===== config.mk =====
export PLATFORM = sky130hd
export DESIGN_NAME = hpd_prio
export DESIGN_NICKNAME = d
export VERILOG_FILES = /design/src/design/hpd_pkg.sv /design/src/design/hpd_prio.sv
export SDC_FILE = /design/constraint.sdc
export NUM_CORES = 1
export LEC_CHECK = 0
export ABC_AREA = 0
export BUFFER_PORTS_ARGS = -buffer_cell sky130_fd_sc_hd__buf_4
export CAP_MARGIN = 20
export CORE_ASPECT_RATIO = 1.5
export CORE_MARGIN = 2
export CORE_UTILIZATION = 40
export DETAILED_ROUTE_END_ITERATION = 6
export HOLD_SLACK_MARGIN = 0.1
export MAX_ROUTING_LAYER = met4
export PLACE_DENSITY_LB_ADDON = 0.15
export SYNTH_ARGS = -nofsm -noshare
export SYNTH_HDL_FRONTEND = slang
export SYNTH_SLANG_ARGS = --single-unit

===== constraint.sdc =====
create_clock -name i_clk -period 1.4 [get_ports i_clk]
set_clock_uncertainty 0.05 [all_clocks]
set_input_delay 0.21 -clock i_clk [delete_from_list [all_inputs] [get_ports i_clk]]
set_output_delay 0.21 -clock i_clk [all_outputs]
set_load 0.05 [all_outputs]

===== src/design/hpd_pkg.sv =====
// Shared package for the Huffman prefix decoder core.
// Holds the table sizes, field widths, operation codes and the pipeline word types.
// Depends on nothing; every other file in the design folder refers to it by scoped names.
`default_nettype none

package hpd_pkg;

    // Table and code sizes
    localparam int TABLE_ENTRIES = 128;
    localparam int MAX_CODE_LEN  = 32;

    // Fixed field widths of the word ports
    localparam int OP_W     = 2;
    localparam int IN_IDX_W = 7;
    localparam int SYM_W    = 8;
    localparam int CODE_W   = 32;
    localparam int LENF_W   = 6;

    // Derived widths
    localparam int IDX_W  = (TABLE_ENTRIES > 1) ? $clog2(TABLE_ENTRIES) : 1;
    localparam int PFX_W  = MAX_CODE_LEN;
    localparam int CMP_W  = (PFX_W > CODE_W) ? PFX_W : CODE_W;
    localparam int PLEN_W = $clog2(MAX_CODE_LEN + 1);
    localparam int LCMP_W = (PLEN_W > LENF_W) ? PLEN_W : LENF_W;

    // Priority encoder grouping: lowest hit per group, then lowest group
    localparam int GRP_SIZE    = 16;
    localparam int GRP_W       = $clog2(GRP_SIZE);
    localparam int NUM_GRP     = (TABLE_ENTRIES + GRP_SIZE - 1) / GRP_SIZE;
    localparam int PAD_ENTRIES = NUM_GRP * GRP_SIZE;

    typedef enum logic [OP_W-1:0] {
        OP_LOAD  = 2'd0,
        OP_BIT   = 2'd1,
        OP_END   = 2'd2,
        OP_CLEAR = 2'd3
    } t_op;

    typedef logic [IDX_W-1:0]       t_idx;
    typedef logic [PFX_W-1:0]       t_pfx;
    typedef logic [PLEN_W-1:0]      t_plen;
    typedef logic [CMP_W-1:0]       t_cmp;
    typedef logic [LCMP_W-1:0]      t_lcmp;
    typedef logic [GRP_W-1:0]       t_gpos;
    typedef logic [PAD_ENTRIES-1:0] t_hits;

    // Registered input word
    typedef struct packed {
        logic                vld;
        t_op                 op;
        logic [IN_IDX_W-1:0] idx;
        logic [SYM_W-1:0]    sym;
        logic [CODE_W-1:0]   code;
        logic [LENF_W-1:0]   len;
        logic                bit_val;
    } t_item;

    // Control word carried down the pipeline after the match stage
    typedef struct packed {
        logic             load;
        logic             emit;
        logic             matched;
        logic             endf;
        logic             ovf;
        logic [SYM_W-1:0] sym;
        t_idx             idx;
    } t_ctl;

endpackage

`default_nettype wire


===== src/design/hpd_prio.sv =====
// Two stage priority encoder: lowest hit inside each group, then lowest group.
// Depends on hpd_pkg for the grouping constants and the t_ctl type.
`default_nettype none

module hpd_prio (
    input  wire logic           i_clk,
    input  wire logic           i_rst_n,
    input  wire hpd_pkg::t_ctl  i_ctl,
    input  wire hpd_pkg::t_hits i_hits,
    output hpd_pkg::t_ctl       o_ctl,
    output hpd_pkg::t_idx       o_idx
);

    logic [hpd_pkg::NUM_GRP-1:0] r_gany;
    logic [hpd_pkg::NUM_GRP-1:0] n_gany;
    hpd_pkg::t_gpos              r_gpos [hpd_pkg::NUM_GRP];
    hpd_pkg::t_gpos              n_gpos [hpd_pkg::NUM_GRP];
    hpd_pkg::t_ctl               r_ctl2;
    hpd_pkg::t_ctl               r_ctl3;
    hpd_pkg::t_idx               r_idx;
    hpd_pkg::t_idx               n_idx;

    // Lowest set bit in each group; scan downwards so the lowest wins
    always_comb begin
        for (int g = 0; g < hpd_pkg::NUM_GRP; g++) begin
            n_gany[g] = 1'b0;
            n_gpos[g] = '0;
            for (int j = hpd_pkg::GRP_SIZE - 1; j >= 0; j--) begin
                if (i_hits[g * hpd_pkg::GRP_SIZE + j]) begin
                    n_gany[g] = 1'b1;
                    n_gpos[g] = hpd_pkg::t_gpos'(j);
                end
            end
        end
    end

    // Lowest group with a hit
    always_comb begin
        n_idx = '0;
        for (int g = hpd_pkg::NUM_GRP - 1; g >= 0; g--) begin
            if (r_gany[g]) begin
                n_idx = hpd_pkg::t_idx'(g * hpd_pkg::GRP_SIZE + int'(r_gpos[g]));
            end
        end
    end

    always_ff @(posedge i_clk) begin
        if (!i_rst_n) begin
            r_ctl2.load <= 1'b0;
            r_ctl2.emit <= 1'b0;
            r_ctl3.load <= 1'b0;
            r_ctl3.emit <= 1'b0;
        end else begin
            r_ctl2.load <= i_ctl.load;
            r_ctl2.emit <= i_ctl.emit;
            r_ctl3.load <= r_ctl2.load;
            r_ctl3.emit <= r_ctl2.emit;
        end
        r_ctl2.matched <= i_ctl.matched;
        r_ctl2.endf    <= i_ctl.endf;
        r_ctl2.ovf     <= i_ctl.ovf;
        r_ctl2.sym     <= i_ctl.sym;
        r_ctl2.idx     <= i_ctl.idx;
        r_ctl3.matched <= r_ctl2.matched;
        r_ctl3.endf    <= r_ctl2.endf;
        r_ctl3.ovf     <= r_ctl2.ovf;
        r_ctl3.sym     <= r_ctl2.sym;
        r_ctl3.idx     <= r_ctl2.idx;
    end

    always_ff @(posedge i_clk) begin
        r_gany         <= n_gany;
        r_gpos         <= n_gpos;
        r_idx          <= n_idx;
    end

    assign o_ctl = r_ctl3;
    assign o_idx = r_idx;

endmodule

`default_nettype wire


* Word-level counts from Yosys, hierarchy flattened *
Cells that the tools add are included.

operators by class
  add/subtract/negate cells = 7
  multiplexer cells = 136
  reduce and logical (&&, ||, !) cells = 32

operator list
  cell                                        count
  2-to-1 mux 4 bit                            65
  OR reduction 15 bit                         8
  2-to-1 mux 3 bit                            32
  OR reduction 8 bit                          8
  2-to-1 mux 7 bit                            7
  2-to-1 mux 2 bit                            16
  OR reduction 4 bit                          8
  adder 7 x 4 -> 7 bit, first input constant  4
  2-to-1 mux 1 bit                            16
  OR reduction 2 bit                          8
  adder 6 x 4 -> 7 bit, first input constant  2
  adder 5 x 4 -> 6 bit, first input constant  1

storage, ports and cells
  register bits after elaboration = 87
  bits of input ports = 150
  output and inout port bits = 27
  word-level logic and storage cells = 231

* Depth between registers and ports, before layout *
  depth in word-level cells = 15
  mapped depth = 5
  mapped depth without buffers = 4

* Worst setup path before layout *
No wires, ideal clock.

  path type = reg-to-reg
  start = reg r_gany[5] in the netlist's numbering
  end = reg r_idx[1], in the netlist o_idx[1]
  library setup time = 119 ps
  arrival time = 1177 ps
  data required time = 1231 ps
  setup slack = 54 ps
  cell stages (with the launch flop) = 6
  clock period less this slack = 1346 ps
  cells stage by stage = dfxtp_1 or2_0 buf_2 a221o_1 a221oi_2 o21ai_1

on the way
  longest elaborated chain between the ends = 6

ends and longest elaborated chain
  element                        RTL line        text
  from (decl)                    hpd_prio.sv:14  logic [hpd_pkg::NUM_GRP-1:0] r_gany;
  from (signal assigned)         hpd_prio.sv:72  r_gany <= n_gany;
  2-to-1 mux 7 bit (5 in a row)  hpd_prio.sv:41  if (r_gany[g]) begin
  2-to-1 mux 4 bit               hpd_prio.sv:41
  named net n_idx[1]             hpd_prio.sv:21  hpd_pkg::t_idx n_idx;
  to (signal assigned)           hpd_prio.sv:74  r_idx <= n_idx;
  to (decl)                      hpd_prio.sv:20  hpd_pkg::t_idx r_idx;

The timed path passes the listed nets, and every way through them passes these cells.
A chain may end at the register's enable or synchronous reset.

* Worst setup path after layout *
  start = in i_rst_n
  end = reg r_ctl2[19] in the netlist's numbering

RTL lines
  element      RTL line        text
  from (decl)  hpd_prio.sv:7   input wire logic i_rst_n,
  to (decl)    hpd_prio.sv:18  hpd_pkg::t_ctl r_ctl2;

No word-level cell between the ends.

==> results.md <==
* Run status: complete, no violations
* Synth Net Count at 555
* Most frequent cells after synthesis: dfxtp_1 (87), nor2_1 (72), nand2_1 (38)
* Final hold violation count at 0
* Fin cells at 754
* Die extent in y at 116.4 µm
* Remaining global-route overflow at 0
* Startpoint Class: input port
* Period minus WS final at 1.392 ns
* Worst slew pin tran at 0.4551 ns
* First-pass DRT Iterations at 4
* DRC viols at 0
* Post-synth EDFFs at 0
* Worst Hold Class: in2reg
* Final TNS setup at 0 ns
* Maxcap violations at 0
* First-pass GRT wire length at 15240 µm
* DIE WIDTH at 78.95 µm
* Logic pwr share at 15.9%
* RSZ-0062 raised after global routing: true
* Sequential Power Share at 44.6%
* Row cnt at 41
* Synth warnings at 0
* Per-cell routed wire length at 12.64 µm
* Cell taking the most area after synthesis: dfxtp_1
* Vias at 3782
* P_sw at 0.001361 W
* Initial core utilization at 40.56%
* CP Class: in2reg
* GPL Wtd Cong at 0.8457
* CP max-delay cell: dlygate4sd3_1
* Final WL at 9533 µm
* Critical Path End Type: flop
* Final net count at 792
* Yosys cell types at 33
* Reg clk slew, reported paths at 0.06 ns
* Initial antenna violation count at 0
* Yosys reg bits at 87
* Critical path buffers and inverters at 3
* Final Power at 0.005870 W
* Post-Syn Area at 0.003371 mm²
* Clock power share at 39.6%
* Post-synth ARST share at 0%
* Crit path largest cell delay at 0.54 ns
* Cell internal pwr at 0.004509 W
* Multi-input gate area at 0.001520 mm²
* Layout area overhead at 68.08%
* Leakage at 2.578 nW
* Top cells by area, synth: dfxtp_1 (52%), nor2_1 (8.0%), nand2_1 (4.2%)
* Slew Limit Headroom at 68.88%
* Register area at 0.001747 mm²
* CP cell instances: dlygate4sd3_1, buf_4, and2_1, dlygate4sd3_1
* Req. time, crit path at 1.57 ns
* Clock buffer depth at 2
* Pins Over Slew Limit at 0
* Crit path max-delay family: buffers and inverters
* Share of cells above drive strength 1 at 31.84%
* # IOs at 177
* Root Buffer: clkbuf_16
* Mapped Cells at 405
* I/O Buffers at 176
* # diodes at 0
* Crit Path Max Fanout at 4
* Most common cell in the synthesized netlist: dfxtp_1
* Vias/cell at 5.016
* GR Util All Layers at 21.40%
* CTS buffer count at 9
* Sw Share at 23.19%
* Post-DP HPWL at 7235 µm
* Vias in the first global route at 3706
* Max rail drop VDD at 0.0007796 V
* Pwr Density at 1036 mW/mm²
* Worst endpoint data arrival time at 1.56 ns
* Seq/Total Area, Yosys at 51.67%
* Sink Count at 87
* CTS tree: built
* Synth top area share at 51.67%
* Mean Syn Cell Area at 8.323 µm²
* Final cycle utilization of the critical path at 99.42%
* Top cell by count, worst path: dlygate4sd3_1
* CTS H-tree lvls at 3
* Largest net degree at the start of global routing at 15
* Die Area at 0.009192 mm²
* Fill cells at 680
* Placed Cells incl. Taps at 689
* Starting DRT DRC Count at 92
* Synth Flop Type: dfxtp_1
* Clk Latency, worst-skew pair at 0.33 ns
* Setup-failing EPs final at 0
* Core outline area at 0.008310 mm²
* F_max at 718.4 MHz
* Post-DRT Antenna Nets at 0
## tightest hold or removal path, delay by kind of cell
family | cells | cell delay [ns]
buf+inv | 1 | 0.09
simple gates | 2 | 0.15
## final cells by class
class | count | share of cell area, %
inverters | 32 | 2.120
well taps | 107 | 2.363
clock inverters | 5 | 1.016
flip-flops and latches | 87 | 30.83
clock buffers | 11 | 4.284
multi-input cells | 284 | 26.83
repair buffers | 228 | 32.55
## sequential cells by signal, indices dropped and copies added, names as in the netlist
signal	flops
r_gpos	32
o_ctl	20
r_ctl2	20
o_idx	7
r_gany	8
## per-layer routing
layer  up-vias  share of wire, %  GRT usage (%)
li1       1923                 -              -
met1      1725                37          19.79
met2       124                56          42.91
met3        10               5.6          4.173
met4         0               1.4          7.471
met5         -                 0              -
## metrics by stage
step	utilization (%)	setup slack, ns	hold WS (ns)	cell area, µm²
4_1_cts	67.63	0.008983	0.1016	5620
3_5_place_dp	58.24	0.02037	0.2621	4840
5_1_grt	68.17	-0.03681	0.1224	5665
6_report	68.17	0.008091	0.1102	5665
3_3_place_gp	58.24	0.05465	0.2596	4840
2_1_floorplan	-	0.05418	0.1877	3371
## cell families after synthesis
logic type	count (synthesis)	synth area share, %
AOI/OAI and AO/OA	108	20.04
and+or+nand+nor	176	24.46
buffers and inverters	34	3.823
DFF	87	51.67
## final timing paths
kind,startpoint,end,slack (ns),cells after the start
setup reg to reg,r_gany[5]$_SDFF_PP1_,o_idx[1]$_DFF_P_,0.04,4
hold / removal,i_hits[102],r_gany[6]$_SDFF_PP1_,0.11,3
setup / recovery,i_rst_n,r_ctl2[19]$_SDFF_PN0_,0.008,4
hold reg to reg,r_ctl2[12]$_DFF_P_,o_ctl[12]$_DFF_P_,0.28,0
## power groups by stage
stage	logic, W	registers (W)	clock network (W)
floorplan	0.000193	0.00278	0
global placement	0.000799	0.00267	0
detailed placement	0.000817	0.00267	0
CTS	0.000928	0.00262	0.00236
global route	0.00101	0.00262	0.00249
finish	0.000932	0.00262	0.00232
## layout by cell type (no fill, tap or decap), drive strengths merged, types with 3 or more instances in the layout
cell type    instances
a2111oi              3
nor3b                4
nor4                17
clkinv               4
a22oi                3
a31oi               15
buf                180
o31ai                8
nand2b               5
dfxtp               87
o22ai               13
nand2               38
inv                 32
nor2                72
nor3                 8
a221oi               9
dlygate4sd3         48
nand3                8
nand4                4
or3                  4
and2                 5
and3                 5
a21oi               26
or4                  3
o21ai               27
clkbuf              11
## what timing repair did
action | 4_1_cts | 5_1_grt
endpoints found under the setup margin | 0 | 8
hold endpoints to repair | 38 | 0
hold buffers | 48 | 0
resized for setup | 0 | 9
buffers inserted | 0 | 1
No activity file was read; power rests on OpenSTA's default activity.
