`src/design/hpd_pkg.sv`:
```
// Shared package for the Huffman prefix decoder core.
// Holds the table sizes, field widths, operation codes and the pipeline word types.
// Depends on nothing; every other file in the design folder refers to it by scoped names.
`default_nettype none

package hpd_pkg;

    // Table and code sizes
    localparam int TABLE_ENTRIES = 128;
    localparam int MAX_CODE_LEN  = 32;

    // Fixed field widths of the word ports
    localparam int OP_W     = 2;
    localparam int IN_IDX_W = 7;
    localparam int SYM_W    = 8;
    localparam int CODE_W   = 32;
    localparam int LENF_W   = 6;

    // Derived widths
    localparam int IDX_W  = (TABLE_ENTRIES > 1) ? $clog2(TABLE_ENTRIES) : 1;
    localparam int PFX_W  = MAX_CODE_LEN;
    localparam int CMP_W  = (PFX_W > CODE_W) ? PFX_W : CODE_W;
    localparam int PLEN_W = $clog2(MAX_CODE_LEN + 1);
    localparam int LCMP_W = (PLEN_W > LENF_W) ? PLEN_W : LENF_W;

    // Priority encoder grouping: lowest hit per group, then lowest group
    localparam int GRP_SIZE    = 16;
    localparam int GRP_W       = $clog2(GRP_SIZE);
    localparam int NUM_GRP     = (TABLE_ENTRIES + GRP_SIZE - 1) / GRP_SIZE;
    localparam int PAD_ENTRIES = NUM_GRP * GRP_SIZE;

    typedef enum logic [OP_W-1:0] {
        OP_LOAD  = 2'd0,
        OP_BIT   = 2'd1,
        OP_END   = 2'd2,
        OP_CLEAR = 2'd3
    } t_op;

    typedef logic [IDX_W-1:0]       t_idx;
    typedef logic [PFX_W-1:0]       t_pfx;
    typedef logic [PLEN_W-1:0]      t_plen;
    typedef logic [CMP_W-1:0]       t_cmp;
    typedef logic [LCMP_W-1:0]      t_lcmp;
    typedef logic [GRP_W-1:0]       t_gpos;
    typedef logic [PAD_ENTRIES-1:0] t_hits;

    // Registered input word
    typedef struct packed {
        logic                vld;
        t_op                 op;
        logic [IN_IDX_W-1:0] idx;
        logic [SYM_W-1:0]    sym;
        logic [CODE_W-1:0]   code;
        logic [LENF_W-1:0]   len;
        logic                bit_val;
    } t_item;

    // Control word carried down the pipeline after the match stage
    typedef struct packed {
        logic             load;
        logic             emit;
        logic             matched;
        logic             endf;
        logic             ovf;
        logic [SYM_W-1:0] sym;
        t_idx             idx;
    } t_ctl;

endpackage

`default_nettype wire

```
`src/design/hpd_symram.sv`:
```
// Symbol memory: one write port for load words, one registered read port.
// Depends on hpd_pkg for the table depth and the t_ctl type.
`default_nettype none

module hpd_symram (
    input  wire logic                      i_clk,
    input  wire hpd_pkg::t_ctl             i_ctl,
    input  wire hpd_pkg::t_idx             i_rd_idx,
    output logic [hpd_pkg::SYM_W-1:0]      o_rd_sym
);

    logic [hpd_pkg::SYM_W-1:0] mem [hpd_pkg::TABLE_ENTRIES];
    logic [hpd_pkg::SYM_W-1:0] r_rd;

    // Writes arrive in word order, so a read sees the symbol current at match time
    always_ff @(posedge i_clk) begin
        if (i_ctl.load) begin
            mem[i_ctl.idx] <= i_ctl.sym;
        end
        r_rd <= mem[i_rd_idx];
    end

    assign o_rd_sym = r_rd;

endmodule

`default_nettype wire

```
`config.mk`:
```
export PLATFORM = sky130hd
export DESIGN_NAME = hpd_symram
export DESIGN_NICKNAME = d
export VERILOG_FILES = /design/src/design/hpd_pkg.sv /design/src/design/hpd_symram.sv
export SDC_FILE = /design/constraint.sdc
export NUM_CORES = 1
export LEC_CHECK = 0
export ABC_CLOCK_PERIOD_IN_PS = 3500
export BUFFER_PORTS_ARGS = -buffer_cell sky130_fd_sc_hd__buf_2
export CAP_MARGIN = 30
export CORE_MARGIN = 10
export CORE_UTILIZATION = 35
export CTS_BUF_LIST = sky130_fd_sc_hd__clkbuf_8
export CTS_CLUSTER_SIZE = 25
export DETAILED_ROUTE_END_ITERATION = 12
export SYNTH_ARGS = -nofsm -noshare
export SYNTH_HDL_FRONTEND = slang
export SYNTH_SLANG_ARGS = --single-unit
export TNS_END_PERCENT = 1
```
`constraint.sdc`:
```
create_clock -name i_clk -period 3.5 [get_ports i_clk]
set_clock_uncertainty 0.15 [all_clocks]
set_input_delay 0.35 -clock i_clk [delete_from_list [all_inputs] [get_ports i_clk]]
set_output_delay 0.35 -clock i_clk [all_outputs]
set_load 0.02 [all_outputs]
```
**Word level (Yosys, flattened, before mapping)**

Memories as Yosys holds them, arrays and structs flattened. A register that Yosys moved wholly into a read port is not among the register bits.
Cells that the tools add are included.

- Muxes and demuxes: 2

Operators with widths:

| kind | number |
|---|---|
| $mux 1 | 2 |

- Logic and storage cells: 3
- Bits of input ports: 28
- Memories kept: 1
- Memory bits (writable): 1024
- Flip-flop bits (word level): 0
- Output and inout bits: 8

Memories:

| memory | depth | bits a word | rd ports | clocked after memory_dff | wr ports | RTL line | source |
|---|---|---|---|---|---|---|---|
| mem | 128 | 8 | 1 | 1 | 1 | hpd_symram.sv:12 | `logic [hpd_pkg::SYM_W-1:0] mem [hpd_pkg::TABLE_ENTRIES];` |

**Logic depth before layout (Yosys ltp)**

Gate-level depths: netlist (run 1).

- Depth in word-level cells: 2
- Mapped depth: 7
- Gate-level depth less buffers: 4

**Worst setup path after synthesis (run 1)**

OpenSTA, ideal clock, no wires.

- Kind: input -> register
- Start point: in i_rd_idx[0]
- End point: reg r_rd (netlist bit o_rd_sym[0]) (read register of mem)
- Cell stages on the path: 6
- Arrival: 2733 ps
- Path slack: 496 ps
- Required time: 3229 ps
- Library setup time: 121 ps
- Cells stage by stage: clkbuf_1 buf_1 mux4_2 mux4_2 mux4_2 mux2_2

RTL lines:

| what | RTL line | source |
|---|---|---|
| start: declaration | hpd_symram.sv:8 | `input wire hpd_pkg::t_idx i_rd_idx,` |
| end: declaration | hpd_symram.sv:13 | `logic [hpd_pkg::SYM_W-1:0] r_rd;` |

==> run metrics, run 1 <==
R2R cell count=4; worst hold slack=about 45 ps; post-synth design cell area=39670 sq um; RSZ-0062 raised after global routing=false; post-synthesis cell count=1635; Initial Util=0.3526; Worst-Skew Late Latency=approximately 800 ps; DR pass1 iterations=7; most frequent cell after synthesis=edfxtp_1; FF+latch count, synth=1032; Root Buffer=clkbuf_8; WL/cell=25.11 um; standard-cell rows=123; share of layout cells above drive strength 1=0.3426; Post-synth EDFFs=a little over 1000; Die Ht=about 360 um; Final GP Congestion=0.7804; drt via density=~5; initial antenna violation count=18; Data arrival, critical path=just over 3000 ps; Endpoint, Worst Hold=mem[90][2]; first-pass GRT wire length=129.6 mm; mux share of post-synthesis cell area=0.1930; Post-DP HPWL=55.38 mm; GR Overflow Total=0; GR Util All Layers=0.1385; H-tree levels=4; Final Hold Viols=0; # IOs=36; Worst Hold Class=in2reg; Max IR drop VDD=0.3209 mV; post-synthesis simple-gate area fraction=0.01757; Die W=between 300 and 400 um; post-layout min period=roughly 2600 ps; Worst Setup Start Kind=flop; post-route ant nets=0; via count=~18000; die area=about 130000 sq um; compound-gate portion of the synthesized area=0; hold path start=i_ctl[9]; Synth top area share=0.7752; final net count=1895; Net Count, Synth=1663; area leader, netlist=edfxtp_1; maximum capacitance violations=0; largest net degree at the start of global routing=about 130; CTS tree=done; DRT iter0 DRCs=~1400; Final TNS setup=0 ps; Worst-Margin Slew=around 930 ps; Total Routed Length=around 88 mm; largest family of logic cells by synthesized area=multiplexers; r2r setup slk=about 940 ps; Final Setup Violations=0; worst r2r src=mem[94][5]; WHS Path Cells=1; clock-pin slew on the worst setup and hold paths=about 60 ps; worst endpoint required time=between 4000 and 5000 ps; Layout Area Growth over Synthesis=14.75%; clk buf depth=3; final slew viol count=0; Avg Inst Size Synth=roughly 24 sq um; Yosys warnings=0; Setup CP Type=reg2reg; Sink Count=slightly above 1000; clock buffer count from CTS=160; Post-route DRC=0; XOR/XNOR Fraction of Synth Area=0; f_max=~390 MHz; reg2reg end=o_rd_sym[5]; asr flop ratio synth=0; post-CTS sizing=0; final cycle utilization of the critical path=0.7306; Setup crit end kind=flop; ys flop type=edfxtp_1; total power per unit cell area=around 530 nW/um^2; number of buffers added on ports=31; total core area=between 100000 and 150000 sq um; vias in the first global route=~19000; Post-Synth Adder-Cell Area=0; synth cell count leaders=edfxtp_1, mux4_2, nor2_1; largest cells by area after synthesis=edfxtp_1, mux4_2, nor2_1; CP max FO=1; run status=finished, final reports clean; Slew headroom=0.3788; leakage power=0.01415 uW; Netlist cell types=17; Seq/Total Area, Yosys=0.7793
## what timing repair did
item,CTS,global route
hold endpoints to repair,326,21
hold buffers,7,1
buffers inserted,0,0
## where the power goes
group	switching [uW]	leakage, uW	internal [uW]
clock network	4530	0.00166	4460
registers	35.4	0.00927	13700
logic	759	0.00322	574
## worst max path at each step
stage / start / endpoint / slack (ps) / cells after the start
6_report: mem[94][5] / o_rd_sym[5] / 940 / 4
5_1_grt: mem[69][6] / o_rd_sym[6] / 920 / 4
4_1_cts: mem[31][1] / o_rd_sym[1] / 940 / 4
3_5_place_dp: i_rd_idx[0] / o_rd_sym[5] / 300 / 7
3_3_place_gp: i_rd_idx[0] / o_rd_sym[6] / 310 / 7
2_1_floorplan: i_rd_idx[0] / o_rd_sym[0] / 500 / 6
## flip-flops by register name (all words and copies together), names as in the netlist
signal and cells:
mem 1024, o_rd_sym 8
## final cells by class
cell class	instances	area, sq um
Tap cell	1500	1877
Clock buffer	162	2230
Sequential cell	1032	30910
Clock inverter	121	583.1
Antenna cell	2	5.005
Fill cell	9748	66980
Multi-Input combinational cell	514	8354
Timing Repair Buffer	159	1559
## layer usage
layer  track usage  wire [um]
met4       0.03894       1753
met2        0.2247      43140
met3       0.03444       6745
met1        0.1847      35920
met5             0         90
## cells by family (layout without fill, tap and decap cells)
logic type | Yosys count | count (layout)
flip-flops | 1032 | 1032
multiplexers | 344 | 344
other | 0 | 2
AND/OR/NAND/NOR | 170 | 170
buffers and inverters | 89 | 442
## critical path, stage by stage, from the launching register on
cell	delay, ps
edfxtp_1	350
mux4_2	510
mux4_2	560
mux4_2	580
mux2_2	290
## placed cells by master (no fill, tap or decap), drive strengths merged
cell	instances
nor2	122
mux2	8
nand2	14
nand3	12
inv	67
nor2b	7
bufinv	2
buf	151
clkinv	48
clkinvlp	4
dfxtp	8
nand2b	2
clkbuf	162
or3	1
mux4	336
nor3	9
edfxtp	1024
diode	2
dlygate4sd3	8
nand4	3
## metrics by stage
stage,worst slack (ps),utilization,cell area (sq um),std cells,power (uW)
after floorplan,496.0,-,39670,1635,14630
after global routing,916.2,0.4046,45510,3488,24880
after detailed placement,299.2,0.3786,42590,3196,15300
after CTS,942.1,0.4042,45470,3486,24270
after global placement,309.6,0.3784,42560,3195,15260
final,942.8,0.4046,45520,3490,24000
Note: power is estimated with default switching activity, not from simulation.
==> run 2, diff against run 1 <==
Settings changed: ABC_AREA set to 1, ABC_CLOCK_PERIOD_IN_PS 3500 to 2500.
Clock period 3.5 ns to 2.5 ns, I/O delays scaled along.
==> run metrics, run 2 <==
run status=finished, final reports clean; Yosys warnings=0 (unchanged); Post-Synth Adder-Cell Area=0 (unchanged); Final GP Congestion=0.8424 (+7.9%); worst hold slack=76.66 ps (+31.49 ps); final slew viol count=0 (unchanged); largest cells by area after synthesis=edfxtp_1, nand3_1, nand2_1; CP peak stage delay=550 ps (-30 ps); Synth top area share=0.7303 (-0.04490); crit-path cells=nand2_1 > nand3_1 > nand3_1 > nand3_1 > nand2_1 > nand2_1 > nand3_1 > nand2_1 > nand2_1 > dlygate4sd3_1 > nand2_1; final cycle utilization of the critical path=0.8548 (+0.1242); maximum capacitance violations=0 (unchanged); FF+latch count, synth=1032 (unchanged); via count=27751 (+55%); placed cell count=5263 (+65%); drt via density=4.975 (-2.9%); Total Routed Length=110.0 mm (+26%); clock buffer count from CTS=166 (+3.8%); Largest register FFs=1024 (unchanged); Post-route DRC=0 (unchanged); leakage power=0.01774 uW (+25%); Post-synth EDFFs=1024 (unchanged); post-route ant nets=0 (unchanged); Seq/Total Area, Yosys=0.7341 (-0.04513); Final Setup Violations=0 (unchanged); Avg Inst Size Synth=11.78 sq um (-51%); Die Ht=366.8 um (+2.9%); total core area=119700 sq um (+6.4%); Netlist cell types=14 (-3); clock-pin slew on the worst setup and hold paths=60 ps (about the same); total power per unit cell area=709.4 nW/um^2 (+35%); final net count=3865 (+100%); post-synthesis cell count=3575 (+120%); Setup crit end kind=flop; Sequential cell area=30910 sq um (unchanged); post-synthesis simple-gate area fraction=0.2319 (+0.2143); synth cell count leaders=nand2_1, edfxtp_1, nand3_1; largest family of logic cells by synthesized area=simple AND/OR/NAND/NOR gates; Max IR drop VDD=0.3443 mV (+7.3%); Overall Power=34630 uW (+44%); compound-gate portion of the synthesized area=0 (unchanged); f_max=467.9 MHz (+20%); most common cell after layout, fill and taps aside=nand2_1; Slew headroom=0.5637 (+0.1849); GR Util All Layers=0.1597 (+0.02122); DRT iter0 DRCs=2755 (+100%); first-pass GRT wire length=166.6 mm (+29%); Root Buffer=clkbuf_8; largest net degree at the start of global routing=72 (-44%); Design Area, Final=48820 sq um (+7.3%); Biggest register=mem; Final TNS setup=0 ps (unchanged); post-layout min period=2137 ps (-420.2 ps); share of layout cells above drive strength 1=0.1279 (-0.2147); CTS tree=done; Worst Hold Class=in2reg; Final Hold Viols=0 (unchanged); Post-CTS Setup Inserts=0 (unchanged); fill count=11183 (+15%); Setup CP Type=reg2reg; non-filler instance count after layout=5578 (+60%); post-synth design cell area=42100 sq um (+6.1%); # IOs=36 (unchanged); ys flop type=edfxtp_1; die area=134600 sq um (+5.8%); asr flop ratio synth=0 (unchanged); dpl cell area=45700 sq um (+7.3%); most frequent cell after synthesis=nand2_1; CP max FO=1 (unchanged); clk buf depth=3 (unchanged); mux share of post-synthesis cell area=0 (-0.1930); RSZ-0062 raised after global routing=false; Post-DP HPWL=66.53 mm (+20%); Worst-Margin Slew=653.8 ps (-278.0 ps); Slowest cell on crit path=dlygate4sd3_1; Sink Count=1032 (unchanged); number of buffers added on ports=31 (unchanged); Layout Area Growth over Synthesis=15.95%; Initial Util=0.3519 (-0.0007015); H-tree levels=4 (unchanged); worst endpoint required time=3070 ps (-960 ps); XOR/XNOR Fraction of Synth Area=0 (unchanged); WL/cell=19.72 um (-21%); post-CTS sizing=0 (unchanged); Data arrival, critical path=2700 ps (-390 ps); Net Count, Synth=3603 (+120%); commonest cells after routing, fill and taps aside=nand2_1, edfxtp_1, nand3_1, buf_4, clkbuf_8; area of the multi-input gates=9763 sq um (+17%); Die W=366.8 um (+2.9%); DR pass1 iterations=6 (-1); vias in the first global route=27048 (+44%); Crit path top cell by count=nand2_1; standard-cell rows=127 (+3.3%); Worst Setup Start Kind=flop; initial antenna violation count=6 (-12); Worst-Skew Late Latency=830 ps (about the same); GR Overflow Total=0 (unchanged); area leader, netlist=edfxtp_1
[run 2: cell types whose count changed after synthesis, moves of 7 or more]
cell	before	now
inv_1	0	21
buf_2	15	121
mux2_2	8	0
nand2_1	14	1215
buf_4	11	40
nand3_1	12	931
nor2b_1	7	0
buf_6	1	22
clkbuf_1	44	34
mux4_2	336	0
nor2_1	122	134
[run 2: layout make-up]
type	count	area share
clock inverters	127	0.01274
diodes	2	0.0001025
multi-input cells	2288	0.2000
well taps	1612	0.04131
clock buffers	168	0.04736
inverters	24	0.002383
flip-flops and latches	1032	0.6331
repair buffers	325	0.06299
[run 2: final timing paths]
kind	from	to	depth (start not counted)	slack (ps)
setup / recovery	mem[71][2]	o_rd_sym[2]	11	360
hold / removal	i_ctl[5]	mem[64][7]	4	80
setup reg to reg	mem[71][2]	o_rd_sym[2]	11	360
hold reg to reg	mem[104][7]	o_rd_sym[7]	10	780
[run 2: critical path, delay by kind of cell (launching register included)]
family	cells	cell delay [ps]
flip-flops	1	370
AND/OR/NAND/NOR	10	970
buffers and inverters	1	550
[run 2: through the flow]
step	setup WS (ps)	utilization
after floorplan	744.2	-
after global placement	275.2	0.3819
after detailed placement	290.1	0.3819
after CTS	388.7	0.4080
after global routing	252.2	0.4080
final	363.0	0.4080
[run 2: routing by layer]
| layer | wire (um) | track usage | vias up |
|---|---|---|---|
| met3 | 8106 | 0.03042 | 182 |
| met4 | 2799 | 0.05262 | 2 |
| met5 | 8 | 0 | - |
| met1 | 48060 | 0.2205 | 13481 |
| li1 | - | - | 13145 |
| met2 | 51050 | 0.2521 | 941 |
[run 2: cell families (layout without fill, tap and decap cells)]
kind of cell           count (synthesis)  in the layout
buffers and inverters                255            644
flip-flops                          1032           1032
other                                  0              2
AND/OR/NAND/NOR                     2288           2288
[run 2: what timing repair did]
item	CTS	global route
hold buffers	18	0
endpoints found under the hold margin	1142	0
setup endpoints to repair	0	0
[run 2: where the power goes]
part	total, uW	leakage [uW]	switching, uW	internal (uW)
logic	2430	0.00676	1730	700
clock network	13100	0.00171	6580	6480
registers	19200	0.00927	47.2	19100
